**src/sv/bphd_pkg.sv**
```systemverilog
package bphd_pkg;

   // Number of buttons and their placement in the raw vector.
   localparam int BUTTON_COUNT = 5;
   localparam int UPDOWN_COUNT = 2;

   // Counter and limit width.
   localparam int CNT_W = 16;

   // Signal code width and packed result width.
   localparam int SIG_W = 2;
   localparam int RESULT_W = BUTTON_COUNT * SIG_W;

   // Stream word widths, rounded up to whole bytes.
   localparam int REQ_DATA_W = ((BUTTON_COUNT + 7) / 8) * 8;
   localparam int RSP_DATA_W = ((RESULT_W + 7) / 8) * 8;

   // Register file addressing.
   localparam int CSR_ADDR_W = 2;
   localparam int CSR_DATA_W = CNT_W;

   localparam logic [CNT_W-1:0] UPDOWN_HOLD_RESET = CNT_W'(1000);
   localparam logic [CNT_W-1:0] PRESET_HOLD_RESET = CNT_W'(2000);
   localparam logic [CNT_W-1:0] DEBOUNCE_RESET = CNT_W'(50);

   // Per-button signal codes.
   typedef enum logic [SIG_W-1:0] {
      SIG_RELEASED = 2'd0,
      SIG_PUSHED   = 2'd1,
      SIG_HOLD     = 2'd2
   } sig_type;

   // Register indexes.
   typedef enum logic [CSR_ADDR_W-1:0] {
      CSR_UPDOWN_HOLD = 2'd0,
      CSR_PRESET_HOLD = 2'd1,
      CSR_DEBOUNCE    = 2'd2
   } csr_addr_type;

   // Controls fed to one button lane for one tick.
   typedef struct packed {
      logic             step;
      logic             raw_any;
      logic             raw_bit;
      logic             lone;
      logic             preset;
      logic [CNT_W-1:0] hold_limit;
      logic [CNT_W-1:0] debounce_limit;
   } lane_ctl_type;

   // Status returned by one button lane.
   typedef struct packed {
      logic    mark;
      sig_type sig;
      sig_type sig_next;
   } lane_stat_type;

endpackage

```
**src/sv/button_push_hold_debouncer.sv**
```systemverilog
// Channel  Direction  tdata fields (low bit up)                    tuser
// req      in         raw_buttons[4:0], zero pad to 8 bits          none
// rsp      out        up, down, preset1, preset2, preset3 (2 each)  none
// csr      in         write enable, 2-bit index, 16-bit data        none
//
// One word is taken per clock while req_tready is high; its result is registered.
// All five button lanes update in parallel in the accept cycle, each with its own counters.
// A skid stage holds a second result, so req_tready drops only when both output words wait.
// Reset is synchronous and active high; it restores the default limits and clears all lanes.
module button_push_hold_debouncer (
   input  logic                              clock,
   input  logic                              reset,
   input  logic                              req_tvalid,
   output logic                              req_tready,
   input  logic [bphd_pkg::REQ_DATA_W-1:0]   req_tdata,  // [4:0] raw_buttons
   output logic                              rsp_tvalid,
   input  logic                              rsp_tready,
   output logic [bphd_pkg::RSP_DATA_W-1:0]   rsp_tdata,  // [1:0] up, [3:2] down,
                                                         // [5:4] preset1, [7:6] preset2,
                                                         // [9:8] preset3
   input  logic                              csr_we,
   input  logic [bphd_pkg::CSR_ADDR_W-1:0]   csr_addr,
   input  logic [bphd_pkg::CSR_DATA_W-1:0]   csr_wdata
);

   logic [bphd_pkg::CNT_W-1:0]        updown_hold_ff, preset_hold_ff, debounce_ff;
   logic [bphd_pkg::BUTTON_COUNT-1:0] raw;
   logic [bphd_pkg::BUTTON_COUNT-1:0] marks;
   logic [bphd_pkg::RESULT_W-1:0]     result;
   logic [bphd_pkg::BUTTON_COUNT-1:0] pushed_now;
   logic                              accept;
   logic                              full;
   bphd_pkg::lane_ctl_type            ctl  [bphd_pkg::BUTTON_COUNT];
   bphd_pkg::lane_stat_type           stat [bphd_pkg::BUTTON_COUNT];

   // Limit registers.
   always_ff @(posedge clock) begin
      if (reset) begin
         updown_hold_ff <= bphd_pkg::UPDOWN_HOLD_RESET;
         preset_hold_ff <= bphd_pkg::PRESET_HOLD_RESET;
         debounce_ff    <= bphd_pkg::DEBOUNCE_RESET;
      end else if (csr_we) begin
         unique case (bphd_pkg::csr_addr_type'(csr_addr))
            bphd_pkg::CSR_UPDOWN_HOLD: updown_hold_ff <= csr_wdata;
            bphd_pkg::CSR_PRESET_HOLD: preset_hold_ff <= csr_wdata;
            bphd_pkg::CSR_DEBOUNCE:    debounce_ff    <= csr_wdata;
            default: ;
         endcase
      end
   end

   assign req_tready = ~full;
   assign accept     = req_tvalid & req_tready;
   assign raw        = req_tdata[bphd_pkg::BUTTON_COUNT-1:0];

   // One lane per button; a lane counts a release only when its mark is the only one set.
   for (genvar b = 0; b < bphd_pkg::BUTTON_COUNT; b++) begin : g_lane
      assign ctl[b].step    = accept;
      assign ctl[b].raw_any = |raw;
      assign ctl[b].raw_bit = raw[b];
      assign ctl[b].lone    = (marks == (bphd_pkg::BUTTON_COUNT'(1) << b));
      assign ctl[b].preset  = (b >= bphd_pkg::UPDOWN_COUNT);
      assign ctl[b].hold_limit =
         (b < bphd_pkg::UPDOWN_COUNT) ? updown_hold_ff : preset_hold_ff;
      assign ctl[b].debounce_limit = debounce_ff;

      bphd_lane u_lane (
         .clock (clock),
         .reset (reset),
         .ctl   (ctl[b]),
         .stat  (stat[b])
      );

      assign marks[b]      = stat[b].mark;
      assign pushed_now[b] = (stat[b].sig == bphd_pkg::SIG_PUSHED);
      assign result[b*bphd_pkg::SIG_W +: bphd_pkg::SIG_W] = stat[b].sig_next;
   end

   // Gather the lane signals into the result word.
   bphd_merge u_merge (
      .clock      (clock),
      .reset      (reset),
      .push       (accept),
      .push_data  (result),
      .full       (full),
      .rsp_tvalid (rsp_tvalid),
      .rsp_tready (rsp_tready),
      .rsp_tdata  (rsp_tdata)
   );

`ifndef NO_ASSERTIONS
   // An idle tick releases every button but a lone one, so at most one shows pushed.
   a_one_pushed: assert property (@(posedge clock) disable iff (reset)
      $countones(pushed_now) <= 1)
      else $error("more than one button signals pushed");

   // A tick with buttons down never sets a mark for a button that is up.
   a_marks_follow_raw: assert property (@(posedge clock) disable iff (reset)
      (accept && (raw != '0)) |=> ((marks & ~($past(marks) | $past(raw))) == '0))
      else $error("mark set for a button that was not pressed");
`endif

endmodule

```
**src/sv/bphd_lane.sv**
```systemverilog
module bphd_lane (
   input  logic                   clock,
   input  logic                   reset,
   input  bphd_pkg::lane_ctl_type ctl,
   output bphd_pkg::lane_stat_type stat
);

   logic                       mark_ff, mark_in;
   logic [bphd_pkg::CNT_W-1:0] hold_ff, hold_in;
   logic [bphd_pkg::CNT_W-1:0] rel_ff, rel_in;
   bphd_pkg::sig_type          sig_ff, sig_in;
   logic [bphd_pkg::CNT_W-1:0] hold_inc;
   logic [bphd_pkg::CNT_W-1:0] rel_inc;

   assign hold_inc = hold_ff + bphd_pkg::CNT_W'(1);
   assign rel_inc  = rel_ff + bphd_pkg::CNT_W'(1);

   // One tick of the button's press, hold and release tracking.
   always_comb begin
      mark_in = mark_ff;
      hold_in = hold_ff;
      rel_in  = rel_ff;
      sig_in  = sig_ff;
      if (ctl.step) begin
         if (ctl.raw_any) begin
            if (ctl.raw_bit) begin
               if (hold_inc > ctl.hold_limit) begin
                  sig_in  = bphd_pkg::SIG_HOLD;
                  mark_in = 1'b0;
                  hold_in = '0;
               end else begin
                  mark_in = 1'b1;
                  hold_in = hold_inc;
               end
            end
         end else if (ctl.lone) begin
            if (rel_inc > ctl.debounce_limit) begin
               sig_in  = bphd_pkg::SIG_PUSHED;
               mark_in = 1'b0;
               hold_in = '0;
               rel_in  = '0;
            end else begin
               rel_in = rel_inc;
            end
         end else begin
            sig_in = bphd_pkg::SIG_RELEASED;
            if (ctl.preset) begin
               hold_in = '0;
            end
         end
      end
   end

   // Lane state registers.
   always_ff @(posedge clock) begin
      if (reset) begin
         mark_ff <= 1'b0;
         hold_ff <= '0;
         rel_ff  <= '0;
         sig_ff  <= bphd_pkg::SIG_RELEASED;
      end else begin
         mark_ff <= mark_in;
         hold_ff <= hold_in;
         rel_ff  <= rel_in;
         sig_ff  <= sig_in;
      end
   end

   assign stat.mark     = mark_ff;
   assign stat.sig      = sig_ff;
   assign stat.sig_next = sig_in;

endmodule

```
**src/sv/bphd_merge.sv**
```systemverilog
module bphd_merge (
   input  logic                              clock,
   input  logic                              reset,
   input  logic                              push,
   input  logic [bphd_pkg::RESULT_W-1:0]     push_data,
   output logic                              full,
   output logic                              rsp_tvalid,
   input  logic                              rsp_tready,
   output logic [bphd_pkg::RSP_DATA_W-1:0]   rsp_tdata
);

   logic                          main_valid_ff, main_valid_in;
   logic                          skid_valid_ff, skid_valid_in;
   logic [bphd_pkg::RESULT_W-1:0] main_ff, main_in;
   logic [bphd_pkg::RESULT_W-1:0] skid_ff, skid_in;
   logic                          pop;

   assign pop = main_valid_ff & rsp_tready;

   // Output word with a skid stage behind it; a push only arrives when the skid is empty.
   always_comb begin
      main_valid_in = main_valid_ff;
      skid_valid_in = skid_valid_ff;
      main_in       = main_ff;
      skid_in       = skid_ff;
      if (push) begin
         if (!main_valid_ff || pop) begin
            main_in       = push_data;
            main_valid_in = 1'b1;
         end else begin
            skid_in       = push_data;
            skid_valid_in = 1'b1;
         end
      end else if (pop) begin
         if (skid_valid_ff) begin
            main_in       = skid_ff;
            skid_valid_in = 1'b0;
         end else begin
            main_valid_in = 1'b0;
         end
      end
   end

   // Valid flags.
   always_ff @(posedge clock) begin
      if (reset) begin
         main_valid_ff <= 1'b0;
         skid_valid_ff <= 1'b0;
      end else begin
         main_valid_ff <= main_valid_in;
         skid_valid_ff <= skid_valid_in;
      end
   end

   // Payload words.
   always_ff @(posedge clock) begin
      main_ff <= main_in;
      skid_ff <= skid_in;
   end

   assign full       = skid_valid_ff;
   assign rsp_tvalid = main_valid_ff;
   assign rsp_tdata  = bphd_pkg::RSP_DATA_W'(main_ff);

`ifndef NO_ASSERTIONS
   // The skid stage only fills behind a waiting output word.
   a_skid_behind_main: assert property (@(posedge clock) disable iff (reset)
      skid_valid_ff |-> main_valid_ff)
      else $error("skid word held without an output word");
`endif

endmodule

```
**config.mk**
```make
export PLATFORM = sky130hd
export DESIGN_NAME = button_push_hold_debouncer
export DESIGN_NICKNAME = d
export VERILOG_FILES = /design/src/sv/bphd_pkg.sv /design/src/sv/button_push_hold_debouncer.sv /design/src/sv/bphd_lane.sv /design/src/sv/bphd_merge.sv
export SDC_FILE = /design/constraint.sdc
export NUM_CORES = 1
export LEC_CHECK = 0
export ABC_AREA = 1
export BUFFER_PORTS_ARGS = -buffer_cell sky130_fd_sc_hd__buf_4
export CAP_MARGIN = 30
export CORE_ASPECT_RATIO = 0.8
export CORE_MARGIN = 2
export CORE_UTILIZATION = 45
export CTS_CLUSTER_DIAMETER = 80
export DETAILED_ROUTE_END_ITERATION = 8
export GPL_ROUTABILITY_DRIVEN = 1
export PLACE_DENSITY = 0.7
export SLEW_MARGIN = 25
export SYNTH_ARGS = -nofsm -noshare
export SYNTH_HDL_FRONTEND = slang
export SYNTH_SLANG_ARGS = --single-unit
export TNS_END_PERCENT = 5
```
**constraint.sdc**
```tcl
create_clock -name clock -period 3 [get_ports clock]
set_clock_uncertainty 0.1 [all_clocks]
set_input_delay 0.6 -clock clock [delete_from_list [all_inputs] [get_ports clock]]
set_output_delay 0.6 -clock clock [all_outputs]
set_load 0.01 [all_outputs]
```
==> results by group, run 1 <==
Critical path
  – Flop2flop setup slack: -0.11 ns
  – Critical R2R Capture: g_lane[2].u_lane.hold_ff[14]
  – CP Max Fanout: 5
  – Req. time, crit path: 3.40 ns
  – R2R depth: 18
  – Worst Setup End Kind: register
  – Worst Path Arrival: 3.51 ns
  – Worst flop-to-flop path startpoint: g_lane[2].u_lane.rel_ff[4]
  – Crit start category: register
  – Critical path type: reg2reg

Clock network
  – Hold Buf Count CTS: 0
  – Clock Latency Late Sink: 0.58 ns
  – Clk root buf: clkbuf_16
  – Clock buffer count from CTS: 28
  – TritonCTS clock tree: done
  – Clk buf depth: 3
  – CTS H-tree lvls: 1
  – Clk slew on worst S/H paths: about 0.06 ns
  – # clock sinks: 245

Detailed routing
  – Vias: 15989
  – Drt pass-1 iters: 5
  – Vias/cell: 5.29
  – Drt initial violations: 1183
  – WL per Instance: 15.9 um
  – # DRC: 0
  – Total Wirelength: between 40 and 50 mm
  – Routed Antenna Nets: 0

Power
  – Net switching power: 0.00232 W
  – Int Pwr: 0.00619 W
  – Sequential power share: 0.405
  – Clk network pwr share: 0.457
  – Combinational power share: 0.139
  – Power, Total: ~0.0085 W
  – Pwr Density: 406 nW/um^2
  – Maximum vdd ir drop: 0.466 mV
  – Leakage: roughly 9.5 nW
  – Switching share of power: 0.273

Job
  – Max-cap viol count: 0

STA
  – Final worst-path setup slack: -0.112 ns
  – Min cycle time layout: 3.11 ns
  – Max-slew violations: 0
  – Maximum operating frequency: approximately 320 MHz
  – Worst Hold Slack: 0.182 ns
  – Slew HR: 0.432
  – Worst slew pin tran: 0.852 ns
  – RSZ-0062 raised after global routing: yes
  – Final Setup Violations: 46
  – Final period util: 1.04
  – Hold Violations, Final: 0

Cells and area
  – # nets final: about 2700
  – Antenna cells: 0
  – Layout fillers: slightly above 3000
  – Area Overhead vs Synth: 29.6%
  – Ratio of cells with drive above 1 in the final layout: 0.233

Status
  – Outcome: finished, violations left
  – Failing checks: negative setup slack

Synth
  – Post-synthesis register bit count: 245
  – Syn Area/Cell: 6.93 um^2
  – Post-synthesis cell count: 2331
  – Main area contributors after synthesis: dfxtp_1 28%, nand2_1 15%, ha_1 13%, a21oi_1 7.8%, inv_1 6.0%
  – Sequential fraction of the synthesis area: 0.316
  – Netlist Area Pre-Place: 16200 um^2
  – Synth top cells by count: 662 x nand2_1, 259 x inv_1, 251 x a21oi_1
  – Top_reg_cell synth: dfxtp_1
  – Synth area leader: dfxtp_1
  – Cell with the most instances after synthesis: nand2_1
  – Post-synth cell types: 39
  – Synth Warn #: 0
  – Synth top area share: 0.279
  – Ys async rst share: 0
  – Post-synth EDFFs: 20

Global routing
  – Vias in the first global route: 15028
  – Largest net degree at the start of global routing: 146
  – Grt total ovfl: 0
  – GRT Total Usage: 0.238
  – Global-route wire length before repair: approximately 74 mm
  – Initial antenna violation count: 0

Floorplan
  – Core Area: about 36000 um^2
  – Die height: approximately 170 um
  – Rows: between 60 and 70
  – Die W: 216 um
  – Die ar.: between 30000 and 40000 um^2
  – Starting Density: 0.454
  – Num ports: 49

Worst hold path
  – Beginning of the worst hold path: csr_wdata[4]
  – Hold Path Stages: 3
  – Worst min path class: in2reg
  – Hold Path Sink: debounce_ff[4]

Placed design
  – Gp weighted congestion: 0.891
  – Buffers on Ports: 39
  – Post-DP HPWL: 32.1 mm
cells by family after synthesis:
kind of cell | count (synthesis) | synth area share
adder cells (fa/ha/maj) | 170 | 0.132
AND/OR/NAND/NOR | 1096 | 0.282
buffers and inverters | 341 | 0.0849
XOR/XNOR | 130 | 0.0704
flip-flops | 245 | 0.316
AO/OA/AOI/OAI | 348 | 0.114
other | 1 | 0.000232
worst max path at each step:
| stage | start | endpoint | slack, ns | depth (start not counted) |
|---|---|---|---|---|
| floorplan | g_lane[3].u_lane.rel_ff[0] | g_lane[3].u_lane.hold_ff[5] | 0.13 | 18 |
| global placement | g_lane[3].u_lane.hold_ff[0] | g_lane[3].u_lane.hold_ff[12] | -0.24 | 17 |
| detailed placement | g_lane[3].u_lane.hold_ff[0] | g_lane[3].u_lane.hold_ff[6] | -0.36 | 17 |
| CTS | g_lane[2].u_lane.rel_ff[0] | g_lane[2].u_lane.hold_ff[4] | -0.13 | 20 |
| global route | g_lane[2].u_lane.rel_ff[1] | g_lane[2].u_lane.hold_ff[8] | -0.30 | 20 |
| finish | g_lane[2].u_lane.rel_ff[4] | g_lane[2].u_lane.hold_ff[14] | -0.11 | 18 |
metal layers:
layer,up-vias,GRT usage,share of wire
li1,7910,-,-
met1,7471,0.306,0.42
met2,472,0.405,0.48
met3,136,0.0361,0.063
met4,0,0.0851,0.037
met5,-,0,0
layout by cell type, fill, tap and decap left out, types with 8 or more instances in the layout:
cell type	synthesis	routed
nand2_4	1	9
nor2_1	206	167
nor2_2	6	33
xor2_2	0	11
xnor2_2	0	12
inv_1	259	243
xor2_1	101	89
dfxtp_1	225	196
nand3_4	0	8
nand3_2	2	32
edfxtp_1	20	20
nand2_1	662	605
nor3_4	1	10
ha_4	0	16
o21ai_0	60	53
nand4_1	27	27
buf_12	0	13
xnor2_1	29	17
nor2_4	4	16
ha_1	170	151
a21oi_1	251	231
buf_4	16	200
a21oi_2	1	21
nand2_2	6	53
dfxtp_2	0	25
nand3_1	131	93
o211ai_1	15	15
nor3_1	29	13
nor3_2	5	12
inv_2	11	24
clkbuf_16	0	35
flip-flops by register name, indices dropped and copies added (netlist names):
register	flops
debounce_ff	16
g_lane.u_lane.hold_ff	80
g_lane.u_lane.mark_ff	5
g_lane.u_lane.rel_ff	80
g_lane.u_lane.sig_ff	10
preset_hold_ff	16
u_merge.full	1
u_merge.main_ff	10
u_merge.rsp_tvalid	1
u_merge.skid_ff	10
updown_hold_ff	16
power by group through the flow:
stage               clock (W)  sequential (W)  combinational, W
global placement            0         0.00351          0.000947
detailed placement          0         0.00351          0.000987
floorplan                   0         0.00351          0.000622
finish                0.00389         0.00344           0.00118
global route          0.00407         0.00345           0.00130
CTS                   0.00394         0.00344           0.00103
metrics by stage:
step	util	worst slack, ns	std cells	setup TNS (ns)	instance area, um^2
final	0.588	-0.112	3025	-3.02	20900
after detailed placement	0.505	-0.356	2931	-29.15	18000
after floorplan	-	0.134	2336	0	16200
after global placement	0.505	-0.236	2931	-16.41	18000
after CTS	0.548	-0.130	2999	-3.80	19500
after global routing	0.588	-0.301	3025	-22.90	20900
critical path, cell delays in order, from the launching register on:
cell,delay (ns)
dfxtp_2,0.35
inv_4,0.06
buf_6,0.11
nor4_4,0.31
nand2_1,0.14
nor2_1,0.14
xor2_1,0.26
ha_1,0.24
nand2_1,0.12
nor3_4,0.25
nand3_2,0.18
nand2_4,0.14
nand2_4,0.07
nand2_8,0.10
clkinv_8,0.08
clkbuf_16,0.16
nand2_1,0.07
nand2_1,0.05
nor2_1,0.10
cell type report:
class	count	area, um^2	area share
multi-input cells	1750	11100	0.529
repair buffers	226	2010	0.0959
repair inverters	1	7.51	0.000358
well taps	480	601	0.0287
clock buffers	31	764	0.0365
inverters	271	1050	0.0500
clock inverters	21	289	0.0138
flip-flops and latches	245	5150	0.246
timing repair:
item                                    CTS  global route
buffers inserted                         13            21
resized for setup                        84           271
endpoints found under the setup margin  171           195
gates cloned                              3             5
pin swaps                                31           124
Power figures use the tool's default switching activity.
==> inputs of run 2 (changes only) <==
- SETUP_SLACK_MARGIN: not set -> 0.02
- TNS_END_PERCENT: 5 -> 20
==> run 2 against run 1 <==
The run still ends with negative setup slack left. Sequential power about the same. Global-route usage up 0.38 points. Power increased by 1.6%. Register-to-register slack got worse by 0.21 ns. Cell count up 0.66%. Fmax decreased by 6.4%. Wire length up 7.8%. Non-clock buffer count increased by 20. Die area unchanged. Largest cell class unchanged.
==> results by group, run 2 (synthesis gave the netlist of run 1 again) <==
Cells and area
  – Commonest non-fill, non-tap cell in the layout: nand2_1
  – Sequential Area: 5170 um^2 (+0.34%)
  – Antenna cells: 0 (unchanged)
  – Layout fillers: 2945 (-4.0%)
  – Multi-input logic area: 11500 um^2 (+3.8%)
  – Most frequent cells in the layout: 581 x nand2_1, 246 x inv_1, 232 x a21oi_1
  – Largest regs: g_lane.u_lane.hold_ff (80), g_lane.u_lane.rel_ff (80)
  – Final core area utilization: 0.607 (+0.0192)
  – # nets final: 2744 (+0.73%)
  – Fin area: 21600 um^2 (+3.3%)
  – Ratio of cells with drive above 1 in the final layout: 0.264 (+0.0313)
  – Area Overhead vs Synth: 33.8%

Power
  – Net switching power: 0.00242 W (+4.2%)
  – Combinational power share: 0.151 (+0.012)
  – Switching share of power: 0.280 (+0.00691)
  – Int Pwr: 0.00623 W (+0.66%)
  – Power, Total: 0.00865 W (+1.6%)
  – Clk network pwr share: 0.450 (-0.007)
  – Maximum vdd ir drop: 0.464 mV (-0.39%)
  – Pwr Density: 400 nW/um^2 (-1.6%)
  – Sequential power share: 0.399 (-0.006)
  – Leakage: 9.79 nW (+2.6%)

Critical path
  – Slowest-stage cell, CP: dfxtp_4
  – Worst Path Arrival: 3.68 ns (+0.17 ns)
  – CP Max Fanout: 8 (+3)
  – Critical path type: reg2reg
  – Most used cell along the critical path: nand2_2
  – Cell Chain, Critical Path: inv_2 > nor3_4 > nand3_2 > nor3_4 > buf_6 > nand4_1 > nand2_2 > inv_2 > ha_4 > nand4_1 > nor2_4 > nand2_1 > nand2_2 > nand2_2 > nand2_4 > clkbuf_16 > nor2_2 > nor2_2 > nor2_1
  – Cell family with most CP delay: simple AND/OR/NAND/NOR gates
  – Req. time, crit path: 3.36 ns (-0.04 ns)
  – Worst path bufs/invs: 4 (unchanged)
  – Crit start category: register
  – Crit-path max cell delay: 0.38 ns (+0.03 ns)
  – Worst Setup End Kind: register

Global routing
  – Initial antenna violation count: 0 (unchanged)
  – Largest net degree at the start of global routing: 146 (unchanged)
  – Global-route wire length before repair: 75.0 mm (+1.6%)
  – Vias in the first global route: 15274 (+1.6%)
  – GRT Total Usage: 0.242 (+0.00381)
  – Grt total ovfl: 0 (unchanged)

STA
  – Final period util: 1.11 (+0.0713)
  – Slew HR: 0.480 (+0.0478)
  – Worst slew pin tran: 0.780 ns (-0.0717 ns)
  – Min cycle time layout: 3.33 ns (+0.214 ns)
  – Final worst-path setup slack: -0.326 ns (-0.214 ns)
  – Final Setup Violations: 124 (+170%)
  – Hold Violations, Final: 0 (unchanged)
  – Maximum operating frequency: 301 MHz (-6.4%)
  – RSZ-0062 raised after global routing: yes
  – Max-slew violations: 0 (unchanged)

Detailed routing
  – Routed Antenna Nets: 0 (unchanged)
  – # DRC: 0 (unchanged)
  – WL per Instance: 17.0 um (+7.1%)
  – Drt initial violations: 1280 (+8.2%)
  – Vias: 16539 (+3.4%)
  – Drt pass-1 iters: 8 (+3)
  – Total Wirelength: 51.7 mm (+7.8%)
  – Vias/cell: 5.43 (+2.8%)

Floorplan
  – Rows: 62 (unchanged)
  – Die ar.: 37500 um^2 (unchanged)
  – Starting Density: 0.454 (unchanged)
  – Die height: 174 um (unchanged)
  – Num ports: 49 (unchanged)
  – Die W: 216 um (unchanged)
  – Core Area: 35600 um^2 (unchanged)

Placed design
  – Buffers on Ports: 39 (unchanged)
  – Post-DP HPWL: 32.1 mm (unchanged)
  – Gp weighted congestion: 0.891 (unchanged)
  – Placed instance area: 18000 um^2 (unchanged)

Clock network
  – TritonCTS clock tree: done
  – # clock sinks: 245 (unchanged)
  – Clock buffer count from CTS: 28 (unchanged)
  – Clock Latency Late Sink: 0.58 ns (about the same)
  – CTS H-tree lvls: 1 (unchanged)
  – Clk buf depth: 3 (unchanged)
  – Hold Buf Count CTS: 0 (unchanged)
  – Clk slew on worst S/H paths: 0.07 ns (about the same)
  – Clk root buf: clkbuf_16

Job
  – Max-cap viol count: 0 (unchanged)

Status
  – Outcome: finished, violations left
  – Failing checks: negative setup slack

Worst hold path
  – Worst min path class: in2reg
[run 2: cell types whose count changed in the layout (fill, tap and decap cells not counted), moves of 11 or more]
cell,change
nor2_1,-25
nand2_1,-24
nor2_4,+16
buf_4,+12
nand2_2,+12
nand2_4,+11
[run 2: what timing repair did]
item,4_1_cts,5_1_grt
pin swaps,47,154
gates resized for setup,110,358
buffers inserted,21,30
endpoints found under the setup margin,171,195
hold endpoints to repair,0,0
cloned,6,6
[run 2: routing by layer]
layer	vias up	wire length [um]	GRT usage
li1	7954	-	-
met1	7717	21300	0.306
met2	672	24500	0.413
met3	196	3560	0.0418
met4	0	2330	0.0897
met5	-	0	0
[run 2: worst paths after layout]
kind,slack (ns),to,from,depth (start not counted)
min,0.18,debounce_ff[4],csr_wdata[4],3
min reg2reg,0.37,g_lane[1].u_lane.rel_ff[4],g_lane[1].u_lane.rel_ff[4],2
max reg2reg,-0.33,g_lane[4].u_lane.hold_ff[0],g_lane[4].u_lane.hold_ff[0],19
max,-0.33,g_lane[4].u_lane.hold_ff[0],g_lane[4].u_lane.hold_ff[0],19
[run 2: final cells by class]
cell class / count / share of cell area
Multi-Input combinational cell: 1750 / 0.531
Sequential cell: 245 / 0.239
Timing Repair Buffer: 246 / 0.105
Inverter: 271 / 0.0483
Clock buffer: 31 / 0.0353
Tap cell: 480 / 0.0278
Clock inverter: 21 / 0.0134
Timing Repair inverter: 1 / 0.000347
[run 2: through the flow]
step | instances | hold WS (ns) | setup WS, ns | TNS (ns)
floorplan | 2336 | 0.344 | 0.134 | 0
global route | 3045 | 0.167 | -0.389 | -31.96
CTS | 3010 | 0.159 | -0.130 | -4.64
global placement | 2931 | 0.352 | -0.236 | -16.41
finish | 3045 | 0.180 | -0.326 | -11.59
detailed placement | 2931 | 0.357 | -0.356 | -29.15
[run 2: power by group through the flow]
stage	Sequential [W]	Combinational, W	Clock (W)
floorplan	0.00351	0.000622	0
global placement	0.00351	0.000947	0
detailed placement	0.00351	0.000987	0
CTS	0.00344	0.00106	0.00394
global route	0.00345	0.00141	0.00407
finish	0.00345	0.00131	0.00389
[run 2: worst register-to-register path: stages, from the launching register on]
cell and delay (ns):
dfxtp_4 0.38, inv_2 0.06, nor3_4 0.22, nand3_2 0.13, nor3_4 0.22, buf_6 0.17, nand4_1 0.13, nand2_2 0.12
inv_2 0.06, ha_4 0.27, nand4_1 0.24, nor2_4 0.22, nand2_1 0.09, nand2_2 0.12, nand2_2 0.08, nand2_4 0.11
clkbuf_16 0.22, nor2_2 0.06, nor2_2 0.14, nor2_1 0.07
==> inputs of run 3 (changes only) <==
- CELL_PAD_IN_SITES_DETAIL_PLACEMENT: not set -> 0
- CELL_PAD_IN_SITES_GLOBAL_PLACEMENT: not set -> 2
- CORE_UTILIZATION: 45 -> 33
- PLACE_DENSITY: 0.7 -> 0.84
==> run 3 against run 2 <==
First-iteration DRC count decreased by 32%. Count of clock-buffer cells in the layout is 13 higher. Clock power is 4% lower. Largest power group unchanged. Die area is 36% higher. Highest routed layer unchanged. Register-to-register slack improved by 0.22 ns. Flip-flop and latch count unchanged. Global-route usage fell by 5.1 points. Power down 2.8%. Critical path depth fell by 2. Non-clock buffer count grew 45. The flow still finishes with violations (negative setup slack). Setup slack improved by 0.22 ns.
==> results by group, run 3 (synthesis gave the netlist of run 1 again) <==
Status
  – Outcome: finished, violations left
  – Failing checks: negative setup slack

Detailed routing
  – Vias/cell: 4.83 (-11%)
  – Total Wirelength: 51.2 mm (-0.97%)
  – WL per Instance: 15.8 um (-6.9%)
  – # DRC: 0 (unchanged)
  – Vias: 15641 (-5.4%)
  – Routed Antenna Nets: 0 (unchanged)
  – Drt initial violations: 873 (-32%)
  – Drt pass-1 iters: 5 (-3)

Floorplan
  – Num ports: 49 (unchanged)
  – Core Area: 48400 um^2 (+36%)
  – Starting Density: 0.334 (-0.120)
  – Rows: 72 (+16%)
  – Die ar.: 50800 um^2 (+36%)
  – Die W: 251 um (+16%)
  – Die height: 202 um (+16%)

Clock network
  – CTS H-tree lvls: 1 (unchanged)
  – # clock sinks: 245 (unchanged)
  – Clock Latency Late Sink: 0.59 ns (about the same)
  – Clk buf depth: 3 (unchanged)
  – Clk slew on worst S/H paths: 0.06 ns (about the same)
  – Clk root buf: clkbuf_16
  – Clock buffer count from CTS: 29 (+3.6%)
  – TritonCTS clock tree: done

Critical path
  – Critical path type: reg2reg
  – Crit-path max cell delay: 0.39 ns (about the same)
  – Worst Setup End Kind: register
  – Worst Path Arrival: 3.51 ns (-0.17 ns)
  – Cell Chain, Critical Path: ha_4 > nand3_4 > nor2_4 > nand3_2 > nor2_4 > nand2_2 > buf_4 > xnor2_4 > ha_1 > nand4_1 > nor3_2 > nand3_2 > buf_6 > a21oi_4 > buf_4 > nand2_1 > a21oi_1
  – Crit start category: register
  – Slowest-stage cell, CP: dfxtp_4
  – CP Max Fanout: 4 (-4)
  – Logic depth of the worst setup path including buffers: 17 (-2)
  – Req. time, crit path: 3.40 ns (+0.04 ns)
  – Worst path bufs/invs: 3 (-1)
  – R2R depth: 17 (-2)
  – Cell family with most CP delay: simple AND/OR/NAND/NOR gates

Global routing
  – Initial antenna violation count: 0 (unchanged)
  – Met2 Use GR: 0.304 (-0.109)
  – Global-route wire length before repair: 77.4 mm (+3.2%)
  – Met3 usage: 0.0234 (-0.0183)
  – Met1 Usage GRT: 0.275 (-0.0309)
  – Vias in the first global route: 14447 (-5.4%)
  – Largest net degree at the start of global routing: 70 (-52%)
  – Busiest grt layer: met2
  – Grt total ovfl: 0 (unchanged)
  – GRT Total Usage: 0.190 (-0.0515)

Power
  – Pwr Density: 387 nW/um^2 (-3.3%)
  – Maximum vdd ir drop: 0.416 mV (-10%)
  – Leakage: 10.2 nW (+3.8%)

STA
  – Final Setup Violations: 57 (-54%)
  – Min cycle time layout: 3.11 ns (-0.217 ns)
  – Final period util: 1.04 (-0.0723)
  – Worst Hold Slack: 0.172 ns (-0.00861 ns)
  – Final worst-path setup slack: -0.109 ns (+0.217 ns)
  – Worst slew pin tran: 0.735 ns (-0.0453 ns)
  – Final TNS setup: -1.50 ns (+10.10 ns)
  – Hold Violations, Final: 0 (unchanged)
  – RSZ-0062 raised after global routing: yes
  – Max-slew violations: 0 (unchanged)
  – Slew HR: 0.510 (+0.0302)
  – Maximum operating frequency: 322 MHz (+7.0%)

Cells and area
  – Fin area: 21700 um^2 (+0.50%)
  – # nets final: 2789 (+1.6%)
  – Area Overhead vs Synth: 34.5%
  – Antenna cells: 0 (unchanged)
  – Ratio of cells with drive above 1 in the final layout: 0.255 (-0.00848)
  – Commonest non-fill, non-tap cell in the layout: nand2_1
  – Most frequent cells in the layout: 570 x nand2_1, 253 x inv_1, 252 x buf_4
  – Largest regs: g_lane.u_lane.hold_ff (80), g_lane.u_lane.rel_ff (80)

Placed design
  – Gp weighted congestion: 0.826 (-7.3%)
  – Post-Place Worst Slack: -0.376 ns (-0.0200 ns)
  – Buffers on Ports: 39 (unchanged)
  – Placed instance area: 18700 um^2 (+3.8%)
  – Post-DP HPWL: 35.2 mm (+9.8%)

Job
  – Max-cap viol count: 0 (unchanged)

Worst hold path
  – Worst min path class: in2reg
  – Hold Path Stages: 3 (unchanged)
==> run 3: cell types whose count changed in the layout (fill, tap and decap cells not counted), sizes merged <==
| cell | delta |
|---|---|
| buf | +43 |
| clkbuf | +15 |
| clkinvlp | -6 |
| bufinv | -4 |
| clkinv | -4 |
| inv | +2 |
==> run 3: metal layers <==
| layer | share of wire | vias up |
|---|---|---|
| met5 | 0 | - |
| met4 | 0.018 | 0 |
| met3 | 0.034 | 53 |
| met2 | 0.45 | 226 |
| met1 | 0.50 | 7316 |
| li1 | - | 8046 |
==> run 3: power by group <==
part           leakage, nW  switching [W]  internal [W]
clock network        0.497        0.00154       0.00220
registers             2.03      0.0000621       0.00339
logic                 7.63       0.000760      0.000453
total                 10.2        0.00236       0.00604
==> run 3: worst paths after layout <==
path                                                  start                           to  slack [ns]
worst min register to register  g_lane[3].u_lane.rel_ff[13]  g_lane[3].u_lane.rel_ff[13]        0.37
worst min-delay path                           csr_wdata[1]               debounce_ff[1]        0.17
worst max register to register   g_lane[1].u_lane.rel_ff[0]   g_lane[1].u_lane.rel_ff[1]       -0.11
worst max-delay path             g_lane[1].u_lane.rel_ff[0]   g_lane[1].u_lane.rel_ff[1]       -0.11
==> run 3: repair_timing <==
item | 4_1_cts | 5_1_grt
gates cloned | 3 | 9
setup endpoints to repair | 171 | 195
pin swaps | 24 | 151
resized for setup | 92 | 309
buffers inserted | 15 | 21
endpoints found under the hold margin | 0 | 0
hold buffers | 0 | 0
==> run 3: stage by stage <==
stage                     std cells  utilization  power [W]
after floorplan                2336            -    0.00413
after global placement         3142        0.386    0.00453
after detailed placement       3142        0.386    0.00455
after CTS                      3213        0.418    0.00837
after global routing           3240        0.449    0.00879
final                          3240        0.449    0.00840
==> run 3: worst reg2reg max path, cell delays in order (launching register included) <==
cell and delay, ns:
dfxtp_4 0.39, ha_4 0.16, nand3_4 0.09, nor2_4 0.14
nand3_2 0.10, nor2_4 0.16, nand2_2 0.08, buf_4 0.15
xnor2_4 0.12, ha_1 0.30, nand4_1 0.09, nor3_2 0.25
nand3_2 0.15, buf_6 0.15, a21oi_4 0.19, buf_4 0.19
nand2_1 0.07, a21oi_1 0.14
==> run 3: final cells by class <==
cell class / instances / area (um^2)
Multi-Input combinational cell: 1750 / 11200
Clock buffer: 44 / 882
Inverter: 271 / 1020
Fill cell: 4821 / 26600
Sequential cell: 245 / 5150
Tap cell: 629 / 787
Clock inverter: 10 / 118
Timing Repair Buffer: 291 / 2600
